File: src/rtl/ttce_pkg.sv
`default_nettype none

package ttce_pkg;

    localparam int COLUMNS    = 80;
    localparam int ROWS       = 25;
    localparam int CELL_COUNT = ROWS * COLUMNS;
    localparam int MOVE_COUNT = (ROWS - 1) * COLUMNS;
    localparam int ADDR_W     = $clog2(CELL_COUNT);
    localparam int PTR_W      = $clog2(CELL_COUNT + 1);
    localparam int COL_W      = $clog2(COLUMNS);
    localparam int ROW_W      = $clog2(ROWS);
    localparam int TAB_STOP   = 8;

    typedef logic [ADDR_W-1:0] addr_t;
    typedef logic [PTR_W-1:0]  ptr_t;
    typedef logic [COL_W-1:0]  col_t;
    typedef logic [COL_W:0]    wcol_t;
    typedef logic [ROW_W-1:0]  row_t;
    typedef logic [1:0]        action_t;
    typedef logic [7:0]        char_t;
    typedef logic [10:0]       index_t;
    typedef logic [10:0]       cursor_t;
    typedef logic [15:0]       cell_t;

    localparam action_t ACT_PUT   = 2'd0;
    localparam action_t ACT_CLEAR = 2'd1;
    localparam action_t ACT_READ  = 2'd2;

    localparam char_t CH_BS        = 8'h08;
    localparam char_t CH_TAB       = 8'h09;
    localparam char_t CH_LF        = 8'h0A;
    localparam char_t CH_CR        = 8'h0D;
    localparam char_t CH_SPACE     = 8'h20;
    localparam char_t CH_PRINT_MAX = 8'h7F;

    localparam char_t RESET_ATTR  = 8'h02;
    localparam cell_t RESET_BLANK = {RESET_ATTR, CH_SPACE};

    typedef struct packed {
        col_t  col;
        row_t  row;
        addr_t base;
        logic  wr_en;
        addr_t wr_addr;
        cell_t wr_data;
        logic  scroll;
    } step_t;

endpackage

`default_nettype wire

File: src/rtl/ttce_cursor_step.sv
`default_nettype none

module ttce_cursor_step (
    input  wire ttce_pkg::col_t  col,
    input  wire ttce_pkg::row_t  row,
    input  wire ttce_pkg::addr_t base,
    input  wire ttce_pkg::char_t char_code,
    input  wire ttce_pkg::char_t attr,
    output ttce_pkg::step_t      step
);

    ttce_pkg::wcol_t col_tab;
    ttce_pkg::wcol_t col_inc;
    ttce_pkg::col_t  col_bs;
    ttce_pkg::col_t  wr_col;
    logic            advance;

    always_comb
    begin
        col_tab = (ttce_pkg::wcol_t'(col) + ttce_pkg::wcol_t'(ttce_pkg::TAB_STOP))
                  & ~ttce_pkg::wcol_t'(ttce_pkg::TAB_STOP - 1);
        col_inc = ttce_pkg::wcol_t'(col) + ttce_pkg::wcol_t'(1);
        col_bs  = (col == '0) ? col : col - ttce_pkg::col_t'(1);
        wr_col  = (char_code == ttce_pkg::CH_BS) ? col_bs : col;
        advance = 1'b0;

        step         = '0;
        step.col     = col;
        step.row     = row;
        step.base    = base;
        step.wr_addr = base + ttce_pkg::addr_t'(wr_col);
        step.wr_data = {attr, char_code};

        if (char_code == ttce_pkg::CH_BS)
        begin
            step.col     = col_bs;
            step.wr_en   = 1'b1;
            step.wr_data = {attr, ttce_pkg::CH_SPACE};
        end
        else if (char_code == ttce_pkg::CH_TAB)
        begin
            if (col_tab >= ttce_pkg::wcol_t'(ttce_pkg::COLUMNS))
            begin
                advance = 1'b1;
            end
            else
            begin
                step.col = ttce_pkg::col_t'(col_tab);
            end
        end
        else if (char_code == ttce_pkg::CH_CR)
        begin
            step.col = '0;
        end
        else if (char_code == ttce_pkg::CH_LF)
        begin
            advance = 1'b1;
        end
        else if (char_code >= ttce_pkg::CH_SPACE && char_code <= ttce_pkg::CH_PRINT_MAX)
        begin
            step.wr_en = 1'b1;
            if (col_inc >= ttce_pkg::wcol_t'(ttce_pkg::COLUMNS))
            begin
                advance = 1'b1;
            end
            else
            begin
                step.col = ttce_pkg::col_t'(col_inc);
            end
        end

        if (advance)
        begin
            step.col = '0;
            if (row == ttce_pkg::row_t'(ttce_pkg::ROWS - 1))
            begin
                step.scroll = 1'b1;
            end
            else
            begin
                step.row  = row + ttce_pkg::row_t'(1);
                step.base = base + ttce_pkg::addr_t'(ttce_pkg::COLUMNS);
            end
        end
    end

endmodule

`default_nettype wire

File: config.mk
export PLATFORM = sky130hd
export DESIGN_NAME = ttce_cursor_step
export DESIGN_NICKNAME = d
export VERILOG_FILES = /design/src/rtl/ttce_pkg.sv /design/src/rtl/ttce_cursor_step.sv
export SDC_FILE = /design/constraint.sdc
export NUM_CORES = 1
export LEC_CHECK = 0
export BUFFER_PORTS_ARGS = -buffer_cell sky130_fd_sc_hd__buf_2
export CAP_MARGIN = 20
export CORE_ASPECT_RATIO = 0.8
export CORE_MARGIN = 2
export CORE_UTILIZATION = 36
export DETAILED_ROUTE_END_ITERATION = 10
export PLACE_DENSITY_LB_ADDON = 0.1
export SLEW_MARGIN = 10
export SYNTH_ARGS = -nofsm -noshare
export SYNTH_HDL_FRONTEND = slang
export SYNTH_SLANG_ARGS = --single-unit
File: constraint.sdc
create_clock -name vclk -period 3.6
set_input_delay 0.54 -clock vclk [all_inputs]
set_output_delay 0.54 -clock vclk [all_outputs]
set_load 0.05 [all_outputs]
* Yosys cells after proc, flatten, opt, wreduce, memory -nomap -nowiden
Index checks and enable logic that the tools add are counted.
Widths: inputs -> output; s select.
** Word-level totals
- Register bits after elaboration :: 0
- Latch bits :: 0
- RAM bits :: 0
- ROM bits :: 0
- Bits of input ports :: 39
- Output and inout port bits :: 52
- Logic and storage cells :: 43
- Memories kept :: 0
** Cells by class
- Add/subtract/negate cells :: 6
- Multipliers :: 0
- Div/mod/pow operators :: 0
- $lt $le $gt $ge :: 4
- Equal/unequal tests :: 5
- Shift-type cells :: 0
- Multiplexer cells :: 26
- Bitwise logic cells :: 0
- Reduce and logical (&&, ||, !) cells :: 2
** Operator list (count)
- $mux 7 :: 9
- $eq 8x4->1 const B :: 4
- $mux 23 :: 1
- $ge 8x7->1 const B :: 2
- $mux 16 :: 1
- $mux 1 :: 14
- $add 11x7->11 :: 1
- $add 11x7->11 const B :: 1
- $add 7x1->8 const B :: 1
- $add 7x4->8 const B :: 1
- $ge 8x6->1 const B :: 1
- $le 8x7->1 const B :: 1
- $mux 8 :: 1
- $logic_not 7->1 :: 1
- $sub 7x1->7 const B :: 1
- $add 5x1->5 const B :: 1
- $eq 5x5->1 const B :: 1
- $logic_and 1x1->1 :: 1

* Longest topological paths before layout
Gate-level depths: netlist of the first run.
- Word-level depth :: 9
- Depth in mapped cells :: 13
- Gate-level depth less buffers :: 13

* Worst setup path after synthesis of the first run
OpenSTA, ideal clock, no wires.
- Path kind :: input port to output port
- Start point :: input char_code[6]
- End point :: output step[27] (netlist bit)
- Arrival time :: 3742 ps
- Slack :: -682 ps
- Cell stages on the path :: 13
- Path through :: or4b_4 > nor4b_2 > buf_2 > and2_1 > xnor2_1 > ha_1 > fa_1 > a21oi_1 > o21bai_1 > a21oi_1 > o21ai_0 > nand4_1 > xnor2_1
** RTL lines
- start: declaration :: RTL line ttce_cursor_step.sv:7 : input wire ttce_pkg::char_t char_code,
- end: declaration :: RTL line ttce_cursor_step.sv:9 : output ttce_pkg::step_t step

==> qor.csv, run 1 <==
metric;value;unit
status;finished with violations;
violations;negative setup slack;
grt_overflow;0;
via_count;2111;
place_ws;-0.472;ns
seq_cells;0;
path_depth;16;
path_max_fanout;2;
critical-path-top-delay-family;simple AND/OR/NAND/NOR gates;
irDropWorstVdd;0.000115;V
fin_crit_sh;1.08;
clock.fmax;258;MHz
dp_hpwl;4330;um
rsz0062_at_grt;true;
postCtsHoldBufs;0;
netlist_instances;234;
drv_cap;0;
crit_top_cell;buf_4;
place_area;2490;sq um
hold_path_class;primary input to output pin;
powerDensity;198;nW/um^2
slowest_delay;0.55;ns
synth.avg_cell_area;7.09;sq um
p_leak;1.25;nW
seq_area;0;sq um
finalSetupViolations;6;
io_buffers;75;
final_core_util;0.593;
coreArea;4510;sq um
power.total;0.529;mW
relSlewSlack;0.746;
hold_path_end;step[13];
antenna_left;0;
totalWireLength;5530;um
crit_path_start_kind;primary input;
clock_buffers;0;
crit_path_cell_trace;buf_6 -> or4b_4 -> nor4b_4 -> and2_4 -> buf_4 -> a21oi_1 -> a31oi_1 -> ha_1 -> inv_2 -> buf_4 -> o21ai_2 -> o211ai_1 -> a211oi_2 -> buf_4 -> xor2_4 -> buf_6;
setup_ws;-0.279;ns
yosysUniqueCellTypes;59;
synth_area;1660;sq um
grt_max_degree;14;
fillers;434;
synth_largest_area_cell;ha_1;
grtUsageTotal;0.200;
synth_common_cells;nand2_1, xnor2_1, a21oi_1, ha_1, nor2_1;
dieArea;5170;sq um
startpoint;char_code[6];
hp-start;attr[4];
arrival;3.34;ns
yosys-top-cells-area;ha_1, xnor2_1, buf_4;
path_class;primary input to output pin;
antenna_cells;0;
stdcell_area;2680;sq um
yosysWarningCount;0;
tightest_slew;0.371;ns
antenna_found_initial;0;
initial_core_util;0.368;
rows;22;
drt_first_iter_violations;107;
hold_depth;0;
path_buf_inv;6;
nets;399;
grt_pass1_vias;1826;
drive_gt1_frac;0.529;
synth.yosys.seq_area_share;0;
drc_errors;0;
maxSlewViolCount;0;
fp.dieH;64.7;um
crit_path_top_delay_cell;or4b_4;
gp_congestion;0.873;
area_growth_syn_to_layout;61.3;%
ioPinCount;91;
yosysMostFrequentCell;nand2_1;
synth_top_area_frac;0.128;
grt_pass1_wl;8560;um
end_kind;output pin;
avgViaCountPerCell;5.28;
critPathRequiredTime;3.06;ns
hold_viol;0;
timing.final.crit_period;3.88;ns
routedWlPerCell;13.8;um
dr.pass1.iters;4;
die_x;79.9;um
synth.net_count;291;
through the flow:
stage	std cells	hold WS, ns	TNS, ns
floorplan	234	1.20	-1.15
global placement	393	1.08	-1.92
detailed placement	393	1.08	-2.19
CTS	396	1.08	-1.42
global route	400	1.08	-1.95
finish	400	1.08	-1.26
logic make-up after synthesis:
kind of cell	count (synthesis)	synth area share
AND/OR/NAND/NOR	78	0.264
XOR/XNOR	26	0.137
adder cells (fa/ha/maj)	18	0.140
buffers and inverters	41	0.131
AO/OA/AOI/OAI	67	0.296
multiplexers	4	0.0309
how the worst max path moves through the flow:
stage	end	slack, ns
finish	step[26]	-0.28
global route	step[26]	-0.41
CTS	step[27]	-0.31
detailed placement	step[27]	-0.47
global placement	step[27]	-0.40
floorplan	step[27]	-0.27
repair_timing:
| action | 4_1_cts | 5_1_grt |
|---|---|---|
| hold endpoints to repair | 0 | 0 |
| resized for setup | 23 | 12 |
| endpoints found under the setup margin | 7 | 11 |
| buffers inserted | 3 | 3 |
| pin swaps | 12 | 6 |
| gates cloned | 0 | 1 |
area by class of cell:
class / count / area [sq um] / share of cell area
inverters: 12 / 45.0 / 0.0168
multi-input cells: 194 / 1690 / 0.630
well taps: 60 / 75.1 / 0.0281
repair buffers: 134 / 871 / 0.325
metal layers:
layer | part of all wire | up-vias | track usage
met5 | 0 | - | 0
met4 | 0.0038 | 0 | 0.0169
met3 | 0.066 | 2 | 0.0139
met2 | 0.44 | 80 | 0.318
met1 | 0.49 | 975 | 0.305
li1 | - | 1054 | -
placed cells by master, fill, tap and decap left out, drive strengths merged, types with 4 or more instances in the layout:
cell,synthesis,routed
nor2,17,17
buf,20,134
o21ai,14,14
a31oi,6,6
a21oi,19,19
nand3,7,7
nand4,6,6
xnor2,21,21
ha,17,17
xor2,5,5
nand2,23,23
inv,12,12
nor3,4,4
o21bai,4,4
a221oi,4,4
power breakdown:
part           internal (mW)  leakage [nW]  switching (mW)
logic                  0.190          1.25           0.339
registers                  0             0               0
clock network              0             0               0
Power figures use the tool's default switching activity.
==> run 2: changes to the inputs <==
- CAP_MARGIN: 20 -> not set
- CORE_MARGIN: 2 -> 4
==> qor.csv, run 2 (synthesis results as in run 1) <==
metric;value;unit
internal_power;0.204;mW
seq_power_share;0;
coreArea;4310;sq um
layoutNonFillerInstCount;399;
path_class;primary input to output pin;
place_inst;387;
p_clk_frac;0;
grt_overflow;0;
relSlewSlack;0.732;
fin_crit_sh;1.07;
gp_congestion;0.887;
crit_path_cell_trace;buf_6 -> or4b_4 -> nor4b_4 -> buf_6 -> a31oi_1 -> a31oi_1 -> ha_1 -> a21oi_2 -> o21bai_2 -> a21oi_2 -> o21ai_2 -> buf_4 -> nand2_4 -> xnor2_4 -> buf_6;
switching_share;0.632;
combPwrFrac;1.000;
power.total;0.554;mW
fillers;403;
fp.dieH;68.7;um
antenna_cells;0;
initial_core_util;0.385;
hp-start;attr[1];
powerDensity;199;nW/um^2
rows;21;
irDropWorstVdd;0.000106;V
finalSetupTns;-1.18;ns
p_leak;1.28;nW
dieArea;5770;sq um
io_buffers;75;
totalWireLength;6030;um
multi_input_comb_area;1770;sq um
routedWlPerCell;15.1;um
layout_common_cells;buf_2, buf_4, nand2_1;
critPathRequiredTime;3.06;ns
area_growth_syn_to_layout;68.0;%
die_x;83.9;um
setup_ws;-0.256;ns
path_max_fanout;6;
violations;negative setup slack;
hold_viol;0;
startpoint;char_code[6];
clock.fmax;259;MHz
nets;401;
postCtsHoldBufs;0;
rsz0062_at_grt;true;
avgViaCountPerCell;5.40;
grt_pass1_vias;1967;
via_count;2153;
dr.pass1.iters;5;
ioPinCount;91;
path_buf_inv;4;
finalSetupViolations;6;
clock_buffers;0;
seq_area;0;sq um
grtUsageTotal;0.193;
grt_max_degree;14;
dp_hpwl;4520;um
timing.final.crit_period;3.86;ns
drive_gt1_frac;0.558;
seq_cells;0;
grt_pass1_wl;9260;um
hold_path_class;primary input to output pin;
slowest_delay;0.55;ns
timing.hold.ws;1.08;ns
crit_top_cell;buf_6;
antenna_left;0;
layout_commonest_cell;buf_2;
drv_cap;0;
power.switching;0.350;mW
antenna_found_initial;0;
end_kind;output pin;
crit_path_top_delay_cell;or4b_4;
critical-path-top-delay-family;simple AND/OR/NAND/NOR gates;
tightest_slew;0.397;ns
maxSlewViolCount;0;
arrival;3.32;ns
drc_errors;0;
drt_first_iter_violations;158;
crit_path_start_kind;primary input;
status;finished with violations;
-- run 2: cell types whose count changed in the layout (fill, tap and decap cells not counted), sizes merged --
cell / before / now
buf: 134 / 136
-- run 2: power groups by stage --
stage	logic, mW	registers (mW)	clock network, mW
6_report	0.554	0	0
5_1_grt	0.589	0	0
4_1_cts	0.527	0	0
3_5_place_dp	0.489	0	0
3_3_place_gp	0.487	0	0
2_1_floorplan	0.374	0	0
-- run 2: final timing paths --
check                  end  slack [ns]  cells after the start
hold / removal    step[10]        1.08                      0
setup / recovery  step[25]       -0.26                     15
-- run 2: routing by layer --
| metal | up-vias | global-route usage | share of wire |
|---|---|---|---|
| li1 | 1060 | - | - |
| met1 | 992 | 0.275 | 0.48 |
| met2 | 95 | 0.317 | 0.42 |
| met3 | 6 | 0.0368 | 0.092 |
| met4 | 0 | 0.0141 | 0.0078 |
| met5 | - | 0 | 0 |
-- run 2: stage by stage --
step,utilization,setup slack (ns),area (sq um)
floorplan,-,-0.267,1820
global placement,0.571,-0.400,2460
detailed placement,0.571,-0.415,2460
CTS,0.613,-0.247,2640
global route,0.647,-0.429,2790
finish,0.647,-0.256,2790
-- run 2: area by class of cell --
class,count,share of cell area
Timing Repair Buffer,136,0.325
Multi-Input combinational cell,194,0.634
Tap cell,57,0.0256
Inverter,12,0.0162
-- run 2: what timing repair did --
action | 4_1_cts | 5_1_grt
setup buffers | 8 | 5
pin swaps | 14 | 11
gates resized for setup | 30 | 25
cloned | 0 | 1
setup endpoints to repair | 6 | 24
==> run 3: changes to the inputs <==
- CORE_ASPECT_RATIO: 0.8 -> not set
==> qor.csv, run 3 (synthesis results as in run 1) <==
metric;value;unit
timing.final.crit_period;3.88;ns
fin_crit_sh;1.08;
final_core_util;0.652;
nets;402;
crit_path_start_kind;primary input;
clock.fmax;258;MHz
highest_layer;met4;
grt_overflow;0;
met1_length;2580;um
layout_common_cells;buf_4, buf_2, nand2_1;
place_area;2480;sq um
seq_cells;0;
avgViaCountPerCell;5.36;
end_kind;output pin;
stdcell_area;2880;sq um
irDropWorstVdd;0.000126;V
layout_commonest_cell;buf_4;
hold_path_end;step[12];
powerDensity;194;nW/um^2
drv_cap;0;
violations;negative setup slack;
antenna_left;0;
initial_core_util;0.376;
status;finished with violations;
via_count;2116;
hold_path_class;primary input to output pin;
grtUsageTotal;0.186;
finalSetupTns;-1.32;ns
setup_ws;-0.276;ns
area_growth_syn_to_layout;73.5;%
routedWlPerCell;14.9;um
dr.pass1.iters;5;
dieArea;5760;sq um
hold_viol;0;
rsz0062_at_grt;true;
finalSetupViolations;6;
antenna_found_initial;0;
seq_area;0;sq um
power.total;0.559;mW
totalWireLength;5880;um
ioPinCount;91;
hold_depth;0;
drt_first_iter_violations;137;
tightest_slew;0.520;ns
grt_pass1_vias;2002;
antenna_cells;0;
relSlewSlack;0.650;
io_buffers;75;
drc_errors;0;
path_class;primary input to output pin;
hp-start;attr[3];
coreArea;4410;sq um
path_max_fanout;3;
arrival;3.34;ns
p_leak;1.29;nW
place_ws;-0.430;ns
fp.dieH;75.9;um
clock_buffers;0;
maxSlewViolCount;0;
dr_wl_met2;2760;um
rows;24;
postCtsHoldBufs;0;
gp_congestion;0.908;
wl_met3;510;um
grt_pass1_wl;8670;um
grt_max_degree;14;
drive_gt1_frac;0.560;
critPathRequiredTime;3.06;ns
die_x;75.9;um
dp_hpwl;4470;um
==> run 3: changes by cell type in the layout (fill, tap and decap cells not counted), sizes merged <==
cell,delta
clkbuf,+5
buf,-4
==> run 3: worst max-delay path by stage <==
| stage | start | cells past startpoint | endpoint | slack (ns) |
|---|---|---|---|---|
| 2_1_floorplan | char_code[6] | 13 | step[27] | -0.27 |
| 3_3_place_gp | char_code[6] | 15 | step[27] | -0.38 |
| 3_5_place_dp | char_code[6] | 15 | step[27] | -0.43 |
| 4_1_cts | char_code[6] | 15 | step[24] | -0.24 |
| 5_1_grt | char_code[6] | 14 | step[27] | -0.41 |
| 6_report | char_code[6] | 14 | step[27] | -0.28 |
==> run 3: repair_timing <==
action	4_1_cts	5_1_grt
pin swaps	17	8
endpoints found under the hold margin	0	0
cloned	0	1
endpoints found under the setup margin	7	19
setup buffers	8	3
resized for setup	28	36
==> run 3: worst max-delay path: stages <==
cell	delay, ns
buf_6	0.09
or4b_4	0.55
nor4b_4	0.27
and2_4	0.23
xnor2_2	0.06
ha_2	0.18
fa_2	0.35
a21oi_2	0.19
o21bai_2	0.10
a21oi_2	0.18
o21ai_2	0.09
nand4_1	0.18
xnor2_4	0.14
buf_6	0.17
==> run 3: layout make-up <==
cell class | count | area (sq um)
multi-input combinational | 194 | 1830
fill | 366 | 1540
tap | 52 | 65.1
timing repair buffer | 137 | 935
inverter | 12 | 45.0
==> run 3: layer usage <==
metal  GRT usage  vias up
li1            -     1058
met1       0.246      952
met3      0.0224        2
met5           0        -
met2       0.335      104
met4     0.00971        0
==> run 3: power breakdown <==
part           internal (mW)  leakage (nW)  switching, mW
registers                  0             0              0
logic                  0.210          1.29          0.349
clock network              0             0              0
==> run 3: stage by stage <==
step | hold WS, ns | std cells
after floorplan | 1.20 | 234
after global placement | 1.08 | 385
after detailed placement | 1.08 | 385
after CTS | 1.08 | 391
after global routing | 1.08 | 395
final | 1.08 | 395
